### config.mk
export PLATFORM = sky130hd
export DESIGN_NAME = riscv_page_table_walker
export DESIGN_NICKNAME = d
export VERILOG_FILES = /design/src/hdl/rptw_pkg.sv /design/src/hdl/riscv_page_table_walker.sv /design/src/hdl/rptw_step.sv
export SDC_FILE = /design/constraint.sdc
export NUM_CORES = 1
export LEC_CHECK = 0
export BUFFER_PORTS_ARGS = -buffer_cell sky130_fd_sc_hd__buf_2
export CAP_MARGIN = 25
export CELL_PAD_IN_SITES_DETAIL_PLACEMENT = 1
export CELL_PAD_IN_SITES_GLOBAL_PLACEMENT = 1
export CORE_UTILIZATION = 44
export CTS_CLUSTER_DIAMETER = 150
export DETAILED_ROUTE_END_ITERATION = 10
export HOLD_SLACK_MARGIN = 0.1
export PLACE_DENSITY = 0.95
export SLEW_MARGIN = 20
export SYNTH_ARGS = -nofsm -noshare
export SYNTH_HDL_FRONTEND = slang
export SYNTH_HIERARCHICAL = 1
export SYNTH_SLANG_ARGS = --single-unit
### constraint.sdc
create_clock -name i_clk -period 9.6 [get_ports i_clk]
set_input_delay 0.96 -clock i_clk [delete_from_list [all_inputs] [get_ports i_clk]]
set_output_delay 0.96 -clock i_clk [all_outputs]
set_load 0.02 [all_outputs]
### src/hdl/rptw_pkg.sv
// ----------------------------------------------------------------------------
// rptw_pkg
// Types, codes and address helpers shared by the page table walker modules.
// ----------------------------------------------------------------------------
package rptw_pkg;

    // Base page offset width
    localparam int unsigned PAGE_SHIFT = 12;

    // Width of the configuration data bus and address
    localparam int unsigned CFG_DATA_W = 64;
    localparam int unsigned CFG_ADDR_W = 5;

    // Configuration register indexes (byte address is 8 * index)
    localparam logic [1:0] REG_XLEN_IS_64       = 2'd0;
    localparam logic [1:0] REG_TRANSLATION_MODE = 2'd1;
    localparam logic [1:0] REG_ROOT_PAGE_NUMBER = 2'd2;

    // Input operation codes
    localparam logic OP_REQUEST = 1'b0;
    localparam logic OP_PTE     = 1'b1;

    // Access kinds
    localparam logic [1:0] ACC_FETCH = 2'd0;
    localparam logic [1:0] ACC_LOAD  = 2'd1;
    localparam logic [1:0] ACC_STORE = 2'd2;

    // Translation modes
    localparam logic [2:0] MODE_BARE = 3'd0;
    localparam logic [2:0] MODE_SV32 = 3'd1;
    localparam logic [2:0] MODE_SV39 = 3'd2;
    localparam logic [2:0] MODE_SV48 = 3'd3;
    localparam logic [2:0] MODE_SV57 = 3'd4;

    // Fault causes
    localparam logic [1:0] CAUSE_NONE  = 2'd0;
    localparam logic [1:0] CAUSE_FETCH = 2'd1;
    localparam logic [1:0] CAUSE_LOAD  = 2'd2;
    localparam logic [1:0] CAUSE_STORE = 2'd3;

    // Result kinds
    typedef enum logic [1:0] {
        KIND_PTE_READ = 2'd0,
        KIND_DONE     = 2'd1,
        KIND_FAULT    = 2'd2
    } t_kind;

    // Configuration register contents
    typedef struct packed {
        logic        xlen_is_64;
        logic [2:0]  translation_mode;
        logic [43:0] root_page_number;
    } t_cfg;

    // Walk state carried between transactions
    typedef struct packed {
        logic        busy;
        logic [2:0]  level;
        logic [63:0] saved_vaddr;
        logic [1:0]  saved_access;
        logic [6:0]  saved_size;
    } t_walk;

    // One result transaction
    typedef struct packed {
        t_kind       kind;
        logic [63:0] address;
        logic [6:0]  size;
        logic [1:0]  cause;
    } t_result;

    // Bit position of the VPN field at a given level, above the page offset
    function automatic logic [5:0] vpn_shift(input logic sv32, input logic [2:0] idx);
        logic [5:0] sh;
        case (idx)
            3'd0:    sh = 6'd0;
            3'd1:    sh = sv32 ? 6'd10 : 6'd9;
            3'd2:    sh = sv32 ? 6'd20 : 6'd18;
            3'd3:    sh = sv32 ? 6'd30 : 6'd27;
            3'd4:    sh = sv32 ? 6'd40 : 6'd36;
            default: sh = 6'd0;
        endcase
        return sh;
    endfunction

    // Address of the PTE for one level: table base plus scaled VPN field
    function automatic logic [63:0] pte_addr(input logic [63:0] base,
                                             input logic [63:0] va,
                                             input logic        sv32,
                                             input logic        xlen64,
                                             input logic [2:0]  idx);
        logic [6:0]  sh;
        logic [63:0] shifted;
        logic [9:0]  vpn;
        logic [12:0] offs;
        sh      = 7'(PAGE_SHIFT) + {1'b0, vpn_shift(sv32, idx)};
        shifted = va >> sh;
        vpn     = shifted[9:0];
        if (!sv32) begin
            vpn[9] = 1'b0;
        end
        offs = xlen64 ? {vpn, 3'b000} : {1'b0, vpn, 2'b00};
        return base + {51'd0, offs};
    endfunction

    // Fault cause for an access kind
    function automatic logic [1:0] cause_of(input logic [1:0] acc);
        logic [1:0] c;
        case (acc)
            ACC_FETCH: c = CAUSE_FETCH;
            ACC_STORE: c = CAUSE_STORE;
            default:   c = CAUSE_LOAD;
        endcase
        return c;
    endfunction

endpackage

### src/hdl/riscv_page_table_walker.sv
// ----------------------------------------------------------------------------
// riscv_page_table_walker
// RISC-V page table walker for bare, Sv32, Sv39, Sv48 and Sv57 translation.
// ----------------------------------------------------------------------------
// Each transaction (a translation request or a PTE returned from memory) is
// decoded combinationally and its result, if any, appears in the output register
// on the next cycle. A new transaction is taken every cycle; the input stalls
// only while the output register holds a result that the consumer stalls.
// The walk itself spans one PTE read per level, driven by the caller, who
// feeds each returned PTE back as a new transaction. Configuration is read and
// written over the register port; registers lie at byte addresses 0, 8, 16.
module riscv_page_table_walker
    import rptw_pkg::*;
#(
    parameter int unsigned MAX_LEVELS = 5
) (
    input  logic                  i_clk,
    input  logic                  i_rst_n,
    // request / PTE channel
    input  logic                  i_in_valid,
    output logic                  o_in_stall,
    input  logic                  i_op,
    input  logic [63:0]           i_virt_addr,
    input  logic [1:0]            i_access_kind,
    input  logic                  i_in_machine_mode,
    input  logic [6:0]            i_access_size,
    input  logic [63:0]           i_pte_word,
    // result channel
    output logic                  o_out_valid,
    input  logic                  i_out_stall,
    output logic [1:0]            o_kind,
    output logic [63:0]           o_address,
    output logic [6:0]            o_size_out,
    output logic [1:0]            o_fault_cause,
    // register port
    input  logic                  psel,
    input  logic                  penable,
    input  logic                  pwrite,
    input  logic [CFG_ADDR_W-1:0] paddr,
    input  logic [CFG_DATA_W-1:0] pwdata,
    output logic [CFG_DATA_W-1:0] prdata,
    output logic                  pready
);

    t_cfg    r_cfg;
    t_walk   r_walk;
    t_walk   n_walk;
    logic    r_out_valid;
    t_result r_out;
    t_result n_out;
    logic    n_res_valid;
    logic    in_acc;
    logic    cfg_wr;
    logic [1:0] cfg_idx;

    assign cfg_idx = paddr[4:3];
    assign cfg_wr  = psel && penable && pwrite && pready;
    assign pready  = 1'b1;

    // Configuration registers
    always_ff @(posedge i_clk) begin
        if (!i_rst_n) begin
            r_cfg.xlen_is_64       <= 1'b1;
            r_cfg.translation_mode <= MODE_BARE;
            r_cfg.root_page_number <= 44'd0;
        end else if (cfg_wr) begin
            unique case (cfg_idx)
                REG_XLEN_IS_64:       r_cfg.xlen_is_64       <= pwdata[0];
                REG_TRANSLATION_MODE: r_cfg.translation_mode <= pwdata[2:0];
                REG_ROOT_PAGE_NUMBER: r_cfg.root_page_number <= pwdata[43:0];
                default: ;
            endcase
        end
    end

    // Register readback
    always_comb begin
        unique case (cfg_idx)
            REG_XLEN_IS_64:       prdata = {63'd0, r_cfg.xlen_is_64};
            REG_TRANSLATION_MODE: prdata = {61'd0, r_cfg.translation_mode};
            REG_ROOT_PAGE_NUMBER: prdata = {20'd0, r_cfg.root_page_number};
            default:              prdata = '0;
        endcase
    end

    // Decode one transaction
    rptw_step #(
        .MAX_LEVELS (MAX_LEVELS)
    ) u_step (
        .i_cfg             (r_cfg),
        .i_walk            (r_walk),
        .i_op              (i_op),
        .i_virt_addr       (i_virt_addr),
        .i_access_kind     (i_access_kind),
        .i_in_machine_mode (i_in_machine_mode),
        .i_access_size     (i_access_size),
        .i_pte_word        (i_pte_word),
        .o_walk            (n_walk),
        .o_res_valid       (n_res_valid),
        .o_res             (n_out)
    );

    // Hold input while a stalled result occupies the output register
    assign o_in_stall = r_out_valid && i_out_stall;
    assign in_acc     = i_in_valid && !o_in_stall;

    // Walk state: advance on every accepted transaction
    always_ff @(posedge i_clk) begin
        if (!i_rst_n) begin
            r_walk.busy  <= 1'b0;
            r_walk.level <= 3'd0;
        end else if (in_acc) begin
            r_walk <= n_walk;
        end
    end

    // Output register
    always_ff @(posedge i_clk) begin
        if (!i_rst_n) begin
            r_out_valid <= 1'b0;
        end else if (in_acc && n_res_valid) begin
            r_out_valid <= 1'b1;
        end else if (!i_out_stall) begin
            r_out_valid <= 1'b0;
        end
    end

    always_ff @(posedge i_clk) begin
        if (in_acc && n_res_valid) begin
            r_out <= n_out;
        end
    end

    assign o_out_valid   = r_out_valid;
    assign o_kind        = r_out.kind;
    assign o_address     = r_out.address;
    assign o_size_out    = r_out.size;
    assign o_fault_cause = r_out.cause;

    // Machine-mode request completes with a finished translation
    a_mmode_done: assert property (@(posedge i_clk) disable iff (!i_rst_n)
        in_acc && i_op == OP_REQUEST && i_in_machine_mode
        |=> o_out_valid && o_kind == KIND_DONE)
        else $error("machine-mode request did not pass through");

    // A PTE with no walk in progress gives no result
    a_stray_pte: assert property (@(posedge i_clk) disable iff (!i_rst_n)
        in_acc && i_op == OP_PTE && !r_walk.busy |=> !o_out_valid)
        else $error("stray PTE produced a result");

    // A busy walk always has a level in range
    a_level_range: assert property (@(posedge i_clk) disable iff (!i_rst_n)
        r_walk.busy |-> r_walk.level != 3'd0 && 32'(r_walk.level) <= MAX_LEVELS)
        else $error("walk busy with bad level");

    // A fault carries a cause and no address
    a_fault_fields: assert property (@(posedge i_clk) disable iff (!i_rst_n)
        o_out_valid && o_kind == KIND_FAULT
        |-> o_fault_cause != CAUSE_NONE && o_address == 64'd0)
        else $error("fault result fields inconsistent");

endmodule

### src/hdl/rptw_step.sv
// ----------------------------------------------------------------------------
// rptw_step
// Single-pass decode of one transaction: next walk state and the result.
// ----------------------------------------------------------------------------
module rptw_step
    import rptw_pkg::*;
#(
    parameter int unsigned MAX_LEVELS = 5
) (
    input  t_cfg        i_cfg,
    input  t_walk       i_walk,
    input  logic        i_op,
    input  logic [63:0] i_virt_addr,
    input  logic [1:0]  i_access_kind,
    input  logic        i_in_machine_mode,
    input  logic [6:0]  i_access_size,
    input  logic [63:0] i_pte_word,
    output t_walk       o_walk,
    output logic        o_res_valid,
    output t_result     o_res
);

    logic        sv32;
    logic [2:0]  levels;
    logic [63:0] va_req;
    logic [43:0] root;
    logic [63:0] base_req;
    logic [63:0] pte;
    logic [43:0] ppn;
    logic [2:0]  idx;
    logic        pv, pr, pw, px;
    logic [51:0] vbase;
    logic [51:0] low_mask;
    logic [43:0] merged;
    logic [63:0] pa;
    logic [63:0] base_next;
    logic        walk_ok;

    // Decode configuration
    always_comb begin
        sv32 = (i_cfg.translation_mode == MODE_SV32);
        unique case (i_cfg.translation_mode)
            MODE_SV32: levels = 3'd2;
            MODE_SV39: levels = 3'd3;
            MODE_SV48: levels = 3'd4;
            MODE_SV57: levels = 3'd5;
            default:   levels = 3'd0;
        endcase
        if (32'(levels) > MAX_LEVELS) begin
            levels = 3'd0;
        end
    end

    // Request side operands
    assign va_req   = i_cfg.xlen_is_64 ? i_virt_addr : {32'd0, i_virt_addr[31:0]};
    assign root     = i_cfg.xlen_is_64 ? i_cfg.root_page_number
                                       : {22'd0, i_cfg.root_page_number[21:0]};
    assign base_req = {8'd0, root, 12'd0};

    // PTE side operands
    assign pte       = i_cfg.xlen_is_64 ? i_pte_word : {32'd0, i_pte_word[31:0]};
    assign ppn       = sv32 ? {22'd0, pte[31:10]} : pte[53:10];
    assign idx       = i_walk.level - 3'd1;
    assign pv        = pte[0];
    assign pr        = pte[1];
    assign pw        = pte[2];
    assign px        = pte[3];
    assign vbase     = i_walk.saved_vaddr[63:12];
    assign low_mask  = ~({52{1'b1}} << vpn_shift(sv32, idx));
    assign merged    = ppn | 44'(vbase & low_mask);
    assign pa        = {8'd0, merged, i_walk.saved_vaddr[11:0]};
    assign base_next = {8'd0, ppn, 12'd0};
    assign walk_ok   = i_walk.busy && (i_walk.level != 3'd0)
                       && (32'(i_walk.level) <= MAX_LEVELS);

    // Next state and result
    always_comb begin
        o_walk      = i_walk;
        o_res_valid = 1'b0;
        o_res.kind    = KIND_FAULT;
        o_res.address = 64'd0;
        o_res.size    = 7'd0;
        o_res.cause   = CAUSE_NONE;
        if (i_op == OP_REQUEST) begin
            // Start a walk, or pass the address straight through
            o_walk.saved_vaddr  = va_req;
            o_walk.saved_access = i_access_kind;
            o_walk.saved_size   = i_access_size;
            o_res_valid         = 1'b1;
            if (levels == 3'd0 || i_in_machine_mode) begin
                o_walk.busy   = 1'b0;
                o_walk.level  = 3'd0;
                o_res.kind    = KIND_DONE;
                o_res.address = va_req;
                o_res.size    = i_access_size;
            end else begin
                o_walk.busy       = 1'b1;
                o_walk.level      = levels;
                o_res.kind        = KIND_PTE_READ;
                o_res.address     = pte_addr(base_req, va_req, sv32, i_cfg.xlen_is_64,
                                             levels - 3'd1);
            end
        end else if (!walk_ok) begin
            // Stray PTE: drop it
            o_walk.busy = 1'b0;
        end else begin
            o_res_valid = 1'b1;
            if (!pv || (!pr && pw)) begin
                // Invalid entry
                o_walk.busy  = 1'b0;
                o_walk.level = 3'd0;
                o_res.cause  = cause_of(i_walk.saved_access);
            end else if (pr || px) begin
                // Leaf: check permission, then merge superpage bits
                o_walk.busy  = 1'b0;
                o_walk.level = 3'd0;
                if (i_walk.saved_access != ACC_FETCH
                    && i_walk.saved_access == ACC_STORE && !pw) begin
                    o_res.cause = CAUSE_STORE;
                end else if (i_walk.saved_access != ACC_FETCH && !pr) begin
                    o_res.cause = CAUSE_LOAD;
                end else begin
                    o_res.kind    = KIND_DONE;
                    o_res.address = pa;
                    o_res.size    = i_walk.saved_size;
                end
            end else if (idx == 3'd0) begin
                // Pointer at the last level
                o_walk.busy  = 1'b0;
                o_walk.level = 3'd0;
                o_res.cause  = cause_of(i_walk.saved_access);
            end else begin
                // Descend one level
                o_walk.level      = idx;
                o_res.kind        = KIND_PTE_READ;
                o_res.address     = pte_addr(base_next, i_walk.saved_vaddr, sv32,
                                             i_cfg.xlen_is_64, idx - 3'd1);
            end
        end
    end

endmodule

==> summary.txt <==
Routing
  – Drt initial violations: 2447
  – Via count: around 17000
  – Vias per cell: 6.76
  – Initial DRT Pass Iterations: 6
  – Avg WL per Cell: around 29 um
  – Number of remaining DRC errors: 0
  – Routed WL: 74500 um
  – Routed Antenna Nets: 0

Die
  – I/O pin count: 357
  – Initial Utilization: 0.449
  – Core box area: ~35000 sq um
  – DIE AREA: about 36000 sq um
  – Die Y: 190 um
  – Die X: 190 um
  – Rows: 68

STA
  – Hold Fails Final Rpt: 0
  – RSZ-0062 raised after global routing: false
  – Setup TNS: 0 ns
  – Relative slew slack: 0.200
  – Least-Margin Pin Slew: ~1.2 ns
  – Setup Skew: approximately 0.034 ns
  – Fmax: 0.130 GHz
  – Crit path time final: 7.71 ns
  – Slew Limit Fails: 0
  – # setup viols final: 0
  – Tcrit/Tclk final: 0.803

Setup path
  – Critical path cell sequence: inv_1 > ha_1 > xnor2_1 > inv_1 > ha_1 > a21boi_0 > nor2_1 > o21ai_1 > buf_4 > a221oi_1 > a211oi_1 > o22ai_1 > o311ai_0 > nor2_1 > ha_1 > and3_1 > and4_1 > nand3_1 > nor4_1 > buf_4 > nand3_1 > xnor2_1 > a221oi_1 > o21ai_0
  – Crit path capture type: register
  – CP Launch Type: register
  – Slowest stage delay, CP: 0.58 ns
  – WP data required: 9.88 ns
  – Crit path max fanout: 20
  – Critical Path AT: 7.99 ns
  – Kind of critical path: reg -> reg
  – Most frequent cell on the critical path: ha_1
  – Slowest CP cell: ha_1

Pwr
  – Pleak: 7.07 nW
  – Pwr dens: 130 nW/um^2
  – Worst VDD drop: ~120 uV

Placed design
  – HPWL after DPL: 55300 um
  – I/O Buffers: 296
  – Final Wtd Congestion: ~1.0

Logic synthesis
  – Simple-gate share of the synthesized area: 0.233
  – Asr flop ratio synth: 0
  – Number of synthesized flops with an enable pin: 148
  – Yosys reg bits: roughly 200
  – Syn avg cell area: 8.41 sq um
  – Post-Synth XOR/XNOR Area: 0.0338
  – Ranking of synthesized cells by area: edfxtp_1 29%, nand2_1 7.5%, dfxtp_1 6.8%
  – Synth Warn #: 6
  – Synth Area in Adders: 0.0121
  – Post-synth top area share: 0.286
  – Post-synthesis cell area: 15500 sq um
  – Largest family of logic cells by synthesized area: simple AND/OR/NAND/NOR gates
  – Main synth FF type: edfxtp_1
  – Largest area contributor in the netlist: edfxtp_1
  – Register area share after synthesis: 0.354
  – Post-synthesis mux area share: 0.0847
  – Syn Inst Count: around 1800
  – Netlist cell types: 94
  – Post-synthesis compound-gate area fraction: 0.227

Clock tree
  – Clk_lat worst skew: ~0.6 ns
  – Post-CTS Hold Fix Bufs: 0
  – Total setup buffers inserted after CTS: 0
  – CTS tree: done
  – CTS H-tree lvls: 1
  – Max clock buf depth: 3
  – Total CTS buffers: 25
  – Clock transition at the registers of the reported paths: approximately 0.060 ns
  – Resized cells post-CTS: 0
  – CTS root buf: clkbuf_16
  – CTS sink count: roughly 200

Global routing
  – Vias in the first global route: around 17000
  – GRT Util Overall: 0.402
  – Antenna violations before repair: 7
  – Grt total ovfl: 0
  – Largest net degree at the start of global routing: 76
  – First-pass GRT wire length: 109000 um

Run status
  – Status: completed

Cells and area
  – Final nets: 2322
  – Synth-to-Final Area Change: 16.9%
  – Final core occ: 0.525
  – Layout cells sized above 1: 0.235

Flow run
  – Max_cap viols: 0

Min path
  – Worst hold path class: reg -> reg
critical path, delay by kind of cell (launching register included):
kind	cells	cell delay [ns]
XOR/XNOR	2	0.65
AO/OA/AOI/OAI	8	2.57
adder cells (fa/ha/maj)	3	1.06
AND/OR/NAND/NOR	7	1.82
buffers and inverters	4	0.87
flip-flops	1	0.45
flip-flops by register name, summed over array words and instances, names as in the netlist:
signal	cells
r_cfg	48
o_address	64
r_walk	77
o_out_valid	1
o_fault_cause	2
o_kind	2
o_size_out	7
routing by layer:
| layer | wire, um | global-route usage | share of wire | vias up |
|---|---|---|---|---|
| met1 | 28800 | 0.515 | 0.39 | 8509 |
| met3 | 8020 | 0.0944 | 0.11 | 272 |
| met2 | 33300 | 0.627 | 0.45 | 1194 |
| met4 | 4340 | 0.207 | 0.058 | 2 |
| met5 | 13 | 0 | 0.00017 | - |
| li1 | - | - | - | 7397 |
power by group:
group	switching, mW	leakage [nW]	internal [mW]
combinational	0.256	4.85	0.125
clock	0.414	0.393	0.557
sequential	0.0332	1.83	0.975
total	0.703	7.07	1.66
area by class of cell:
type | count | area (sq um)
fill | 4181 | 16400
inverter | 35 | 131
tap | 455 | 569
multi-input combinational | 1488 | 9310
timing repair buffer | 341 | 1830
clock buffer | 32 | 682
antenna | 5 | 12.5
sequential | 201 | 5510
clock inverter | 14 | 140
stage by stage:
step,instances,area [sq um],hold slack (ns),worst slack [ns],power [mW]
after floorplan,1868,15600,0.442,4.10,1.22
after global placement,2517,17300,0.488,2.49,1.38
after detailed placement,2517,17300,0.502,2.26,1.39
after CTS,2563,18100,0.513,2.22,2.35
after global routing,2569,18200,0.541,1.82,2.41
final,2571,18200,0.514,1.89,2.36
cell usage in the layout, fill, tap and decap left out, types with 44 or more instances in the layout:
master,n
nor2_1,98
nand2_1,312
dfxtp_1,53
o21ai_0,120
buf_4,44
o22ai_1,44
edfxtp_1,148
mux2i_1,81
buf_2,296
nand3_1,94
a21oi_1,116
path summary, 6_finish.rpt:
check	slack [ns]	depth (start not counted)	to	from
setup / recovery	1.89	24	o_address[51]	r_walk[73]
setup reg to reg	1.89	24	o_address[51]	r_walk[73]
hold reg to reg	0.51	2	r_cfg[43]	r_cfg[43]
hold / removal	0.51	2	r_cfg[43]	r_cfg[43]
cell usage after synthesis (7+ instances only):
cell type  instances
nand4_1           25
inv_1             33
o2111ai_1          8
nand2_1          312
ha_1              15
nor2b_1           12
and3_1            33
a311oi_1           7
xor2_1            31
buf_6              8
a211oi_1          30
nor3_1            32
o21ai_0          121
and2_1            14
a22o_1            30
mux2_2            37
nor4_1            14
a31oi_1           23
o22ai_1           44
buf_2             13
edfxtp_1         148
xnor2_1           29
clkbuf_1          88
buf_1              9
a221oi_1          15
and4_1            15
a21oi_1          117
a22oi_1           19
mux2i_1           81
dfxtp_1           53
buf_4             26
nand3_1           94
o221ai_1          10
o211ai_1          22
nor2_1           101
a32o_1             7
a32oi_1            8
and2_2            41
or3_1             11
cell families after synthesis:
family	after synthesis
AOI/OAI and AO/OA	530
buffers and inverters	179
other	2
xor gates and xnor gates	60
muxes	122
and+or+nand+nor	740
DFF	201
adders and majority gates	15
Note: power is estimated with default switching activity, not from simulation.
